==> src/langant_pkg.sv <==
package langant_pkg;

  // Request kinds carried on s_axis_tuser
  typedef enum logic [1:0] {
    KIND_STEP  = 2'd0,
    KIND_READ  = 2'd1,
    KIND_WRITE = 2'd2,
    KIND_PLACE = 2'd3
  } kind_e;

  typedef enum logic [1:0] {
    HEAD_UP    = 2'd0,
    HEAD_RIGHT = 2'd1,
    HEAD_DOWN  = 2'd2,
    HEAD_LEFT  = 2'd3
  } heading_e;

  // Config register indexes
  typedef enum logic [1:0] {
    REG_HEIGHT = 2'd0,
    REG_WIDTH  = 2'd1,
    REG_ON     = 2'd2,
    REG_OFF    = 2'd3
  } reg_idx_e;

  localparam int CoordW = 6;
  localparam int DimW   = 7;
  localparam int PixW   = 32;

  typedef struct packed {
    logic [CoordW-1:0] row;
    logic [CoordW-1:0] col;
    heading_e          heading;
  } ant_t;

  // Clamp a size register to 1..lim
  function automatic logic [DimW-1:0] eff_dim(logic [DimW-1:0] v, logic [DimW-1:0] lim);
    logic [DimW-1:0] r;
    if (v == '0) begin
      r = DimW'(1);
    end else if (v > lim) begin
      r = lim;
    end else begin
      r = v;
    end
    return r;
  endfunction

endpackage

==> src/langant_step_logic.sv <==
module langant_step_logic (
  input  langant_pkg::kind_e                    kind_i,
  input  logic [langant_pkg::CoordW-1:0]        row_i,
  input  logic [langant_pkg::CoordW-1:0]        col_i,
  input  logic                                  cell_value_i,
  input  langant_pkg::heading_e                 heading_in_i,
  input  langant_pkg::ant_t                     ant_i,
  input  logic [langant_pkg::DimW-1:0]          height_i,
  input  logic [langant_pkg::DimW-1:0]          width_i,
  input  logic                                  cell_i,
  output langant_pkg::ant_t                     ant_o,
  output logic                                  we_o,
  output logic                                  wdata_o,
  output logic                                  alive_o,
  output logic                                  error_o
);

  logic                           ant_out;
  logic                           req_out;
  langant_pkg::heading_e          turn;
  logic [langant_pkg::DimW-1:0]   row_inc;
  logic [langant_pkg::DimW-1:0]   col_inc;
  logic [langant_pkg::DimW-1:0]   h_last;
  logic [langant_pkg::DimW-1:0]   w_last;
  langant_pkg::ant_t              moved;

  assign ant_out = ({1'b0, ant_i.row} >= height_i) || ({1'b0, ant_i.col} >= width_i);
  assign req_out = ({1'b0, row_i} >= height_i) || ({1'b0, col_i} >= width_i);

  // live cell: turn left, dead cell: turn right
  assign turn    = cell_i ? langant_pkg::heading_e'(ant_i.heading + 2'd3)
                          : langant_pkg::heading_e'(ant_i.heading + 2'd1);
  assign row_inc = {1'b0, ant_i.row} + langant_pkg::DimW'(1);
  assign col_inc = {1'b0, ant_i.col} + langant_pkg::DimW'(1);
  assign h_last  = height_i - langant_pkg::DimW'(1);
  assign w_last  = width_i - langant_pkg::DimW'(1);

  always_comb begin
    moved         = ant_i;
    moved.heading = turn;
    unique case (turn)
      langant_pkg::HEAD_UP: begin
        moved.row = (row_inc >= height_i) ? '0 : row_inc[langant_pkg::CoordW-1:0];
      end
      langant_pkg::HEAD_RIGHT: begin
        moved.col = (col_inc >= width_i) ? '0 : col_inc[langant_pkg::CoordW-1:0];
      end
      langant_pkg::HEAD_DOWN: begin
        moved.row = (ant_i.row == '0) ? h_last[langant_pkg::CoordW-1:0]
                                      : ant_i.row - langant_pkg::CoordW'(1);
      end
      default: begin
        moved.col = (ant_i.col == '0) ? w_last[langant_pkg::CoordW-1:0]
                                      : ant_i.col - langant_pkg::CoordW'(1);
      end
    endcase
  end

  always_comb begin
    ant_o   = ant_i;
    we_o    = 1'b0;
    wdata_o = 1'b0;
    alive_o = 1'b0;
    error_o = 1'b0;
    unique case (kind_i)
      langant_pkg::KIND_STEP: begin
        if (ant_out) begin
          error_o = 1'b1;
        end else begin
          ant_o   = moved;
          we_o    = 1'b1;
          wdata_o = ~cell_i;
          alive_o = ~cell_i;
        end
      end
      langant_pkg::KIND_READ: begin
        error_o = req_out;
        alive_o = !req_out && cell_i;
      end
      langant_pkg::KIND_WRITE: begin
        error_o = req_out;
        we_o    = !req_out;
        wdata_o = cell_value_i;
        alive_o = !req_out && cell_value_i;
      end
      default: begin
        error_o = req_out;
        alive_o = !req_out && cell_i;
        if (!req_out) begin
          ant_o.row     = row_i;
          ant_o.col     = col_i;
          ant_o.heading = heading_in_i;
        end
      end
    endcase
  end

endmodule

==> config.mk <==
export PLATFORM = sky130hd
export DESIGN_NAME = langant_step_logic
export DESIGN_NICKNAME = d
export VERILOG_FILES = /design/src/langant_pkg.sv /design/src/langant_step_logic.sv
export SDC_FILE = /design/constraint.sdc
export NUM_CORES = 1
export LEC_CHECK = 0
export BUFFER_PORTS_ARGS = -buffer_cell sky130_fd_sc_hd__buf_2
export CAP_MARGIN = 20
export CORE_UTILIZATION = 49
export DETAILED_ROUTE_END_ITERATION = 10
export PLACE_DENSITY = 0.75
export SYNTH_ARGS = -nofsm -noshare
export SYNTH_HDL_FRONTEND = slang
export SYNTH_SLANG_ARGS = --single-unit
==> constraint.sdc <==
create_clock -name vclk -period 9.5
set_clock_uncertainty 0.05 [all_clocks]
set_input_delay 2.375 -clock vclk [all_inputs]
set_output_delay 2.375 -clock vclk [all_outputs]
set_load 0.03 [all_outputs]
==> impl_metrics.yaml <==
finish:
  drive_above_1_share_pct: 21.2
  clockBufferCount: 0
  seq_cell_count: 0
  nets: 467
  final_cell_count_no_fill: 420
  seqCellArea_um2: 0
  diodes: 0
  area_delta_synth_final_pct: 13.1
  final_core_util_pct: 59.3
  nFillCells: 425
logic_synthesis:
  synthAdderAreaFrac_pct: 27.0
  synth_compound_area_share_pct: 33.3
  synth.top_cells.by_count: "ha_1, inv_1, nor2_1"
  synth_area_leaders: "ha_1, inv_1, mux2i_1"
  synth_most_common_cell: "ha_1"
  syn_inst: 319
  netlist_area_mm2: 0.00236
  synth_top_family_by_area: "compound AO/OA/AOI/OAI gates"
  synth_top_area_share_pct: 27.0
  yosys.area_share.simple_pct: 21.7
  synth-xor-area-share_pct: 4.83
  synthMuxAreaShare_pct: 4.24
  synth_largest_area_cell: "ha_1"
  synth_cell_type_count: 70
  synth_fp_nets: 416
  syn_area_per_cell_um2: 7.40
  ys_seq_area_share_pct: 0
  ys_warn_count: 0
drt:
  first_pass_iters: 11
  drtIter0Drc: 288
  vias_per_cell: 6.42
  drc: 7
  num_vias: 2697
  drt-total-wl_um: 7190
  ant_nets: 0
  routedWlPerCell_um: 17.1
global_routing:
  first_global_vias: 2455
  antenna_found_initial: 0
  grt_max_degree: 19
  overflow: 0
  grt_pass1_wl_um: 11700
  grt_util_all_layers_pct: 28.2
pwr:
  power_uw: 164
  leakagePower_uw: 0.00132
  power_density_mw_per_mm2: 61.6
  ir_drop_mv: 0.0274
sta:
  hold_ws_ps: 5070
  rsz0062_at_grt: "no"
  max_slew_margin_pct: 42.7
  report.final.slew_viol_count: 0
  finalCriticalPeriod_ps: 7620
  setup_viol: 0
  tns_ps: 0
  tightest_slew_ps: 858
  min_period_over_period_pct: 80.2
  finalHoldViolCount: 0
  fmax_ghz: 0.131
critical_path:
  critical_path_required_ps: 7080
  arrival_ps: 5190
  endpoint_kind: "output port"
  crit_path_max_fanout: 11
  cp-start-kind: "input port"
  path_class: "input port to output port"
die:
  die-area_mm2: 0.00510
  fp.dieW_um: 71.4
  die_h_um: 71.4
  coreArea_mm2: 0.00450
  row_count: 24
  io_pins: 64
  initial_utilization_pct: 52.4
placed_design:
  io_buffers: 64
  dpl.hpwl_um: 5980
  place.gp.congestion: 0.925
  placedCellCount: 420
run_status:
  violations: "DRC"
  status: "complete, but fails checks"
min_path:
  hp-class: "input port to output port"
  holdPathEnd: "ant_o[0]"
  worstHoldStart: "heading_in_i[0]"
  whs_path_depth: 4
clocking:
  ctsHoldBuffers: 0
  cts_resized: 0
  cts_setup_buffers: 0
job:
  drv_cap: 0
==> through the flow <==
stage	instance area, um2	setup slack [ps]
6_report	2670	1880
5_1_grt	2670	1720
4_1_cts	2670	1940
3_5_place_dp	2670	1950
3_3_place_gp	2670	1970
2_1_floorplan	2360	2400
==> area by class of cell <==
class                      instances  area, um2  share of cell area, %
tap                               52       65.1                   2.44
inverter                          36        135                   5.06
timing repair buffer              64        320                   12.0
multi-input combinational        268       2150                   80.5
==> per-layer routing <==
layer	track usage, %	vias to the layer above	wire (um)
met5	0	-	0
met4	6.67	0	190
met3	2.11	16	470
met2	47.0	109	3180
met1	39.6	1254	3360
li1	-	1318	-
==> critical path, stage by stage <==
cell       delay, ps
buf_2            220
ha_1             260
nand3_1          100
xor2_1           190
inv_1             70
ha_1             290
nand4_1          100
a211oi_1         480
nor3_1           180
a221oi_1         320
a2111oi_0        120
a221o_1          300
buf_2            180
==> cells in the final DEF, fill, tap and decap left out, types with 5 or more instances in the layout <==
cell / n
nor2_1: 18
nand2_1: 14
xnor2_1: 8
o22ai_1: 6
a21oi_1: 15
xor2_1: 5
a31oi_1: 7
ha_1: 51
nor3_1: 12
nand3_1: 12
mux2i_1: 10
a221o_1: 6
o21ai_0: 10
a211oi_1: 7
nand2b_1: 7
o211ai_1: 6
buf_2: 64
inv_1: 34
==> where the power goes <==
group	internal [uW]	switching, uW
Combinational	60.3	104
Sequential	0	0
Clock	0	0
==> cell families (layout without fill, tap and decap cells) <==
family	after synthesis	in the layout
compound gates	103	103
simple gates	91	91
fa+ha+maj	51	51
buf+inv	51	100
xor+xnor	13	13
mux	10	10
==> how the worst max path moves through the flow <==
stage,start,endpoint,slack (ps)
CTS,ant_i[2],ant_o[3],1940
global route,ant_i[2],ant_o[3],1720
finish,ant_i[2],ant_o[3],1880
global placement,ant_i[2],ant_o[3],1970
floorplan,ant_i[11],ant_o[8],2400
detailed placement,ant_i[2],ant_o[3],1950
(Power assumes the default switching activity.)
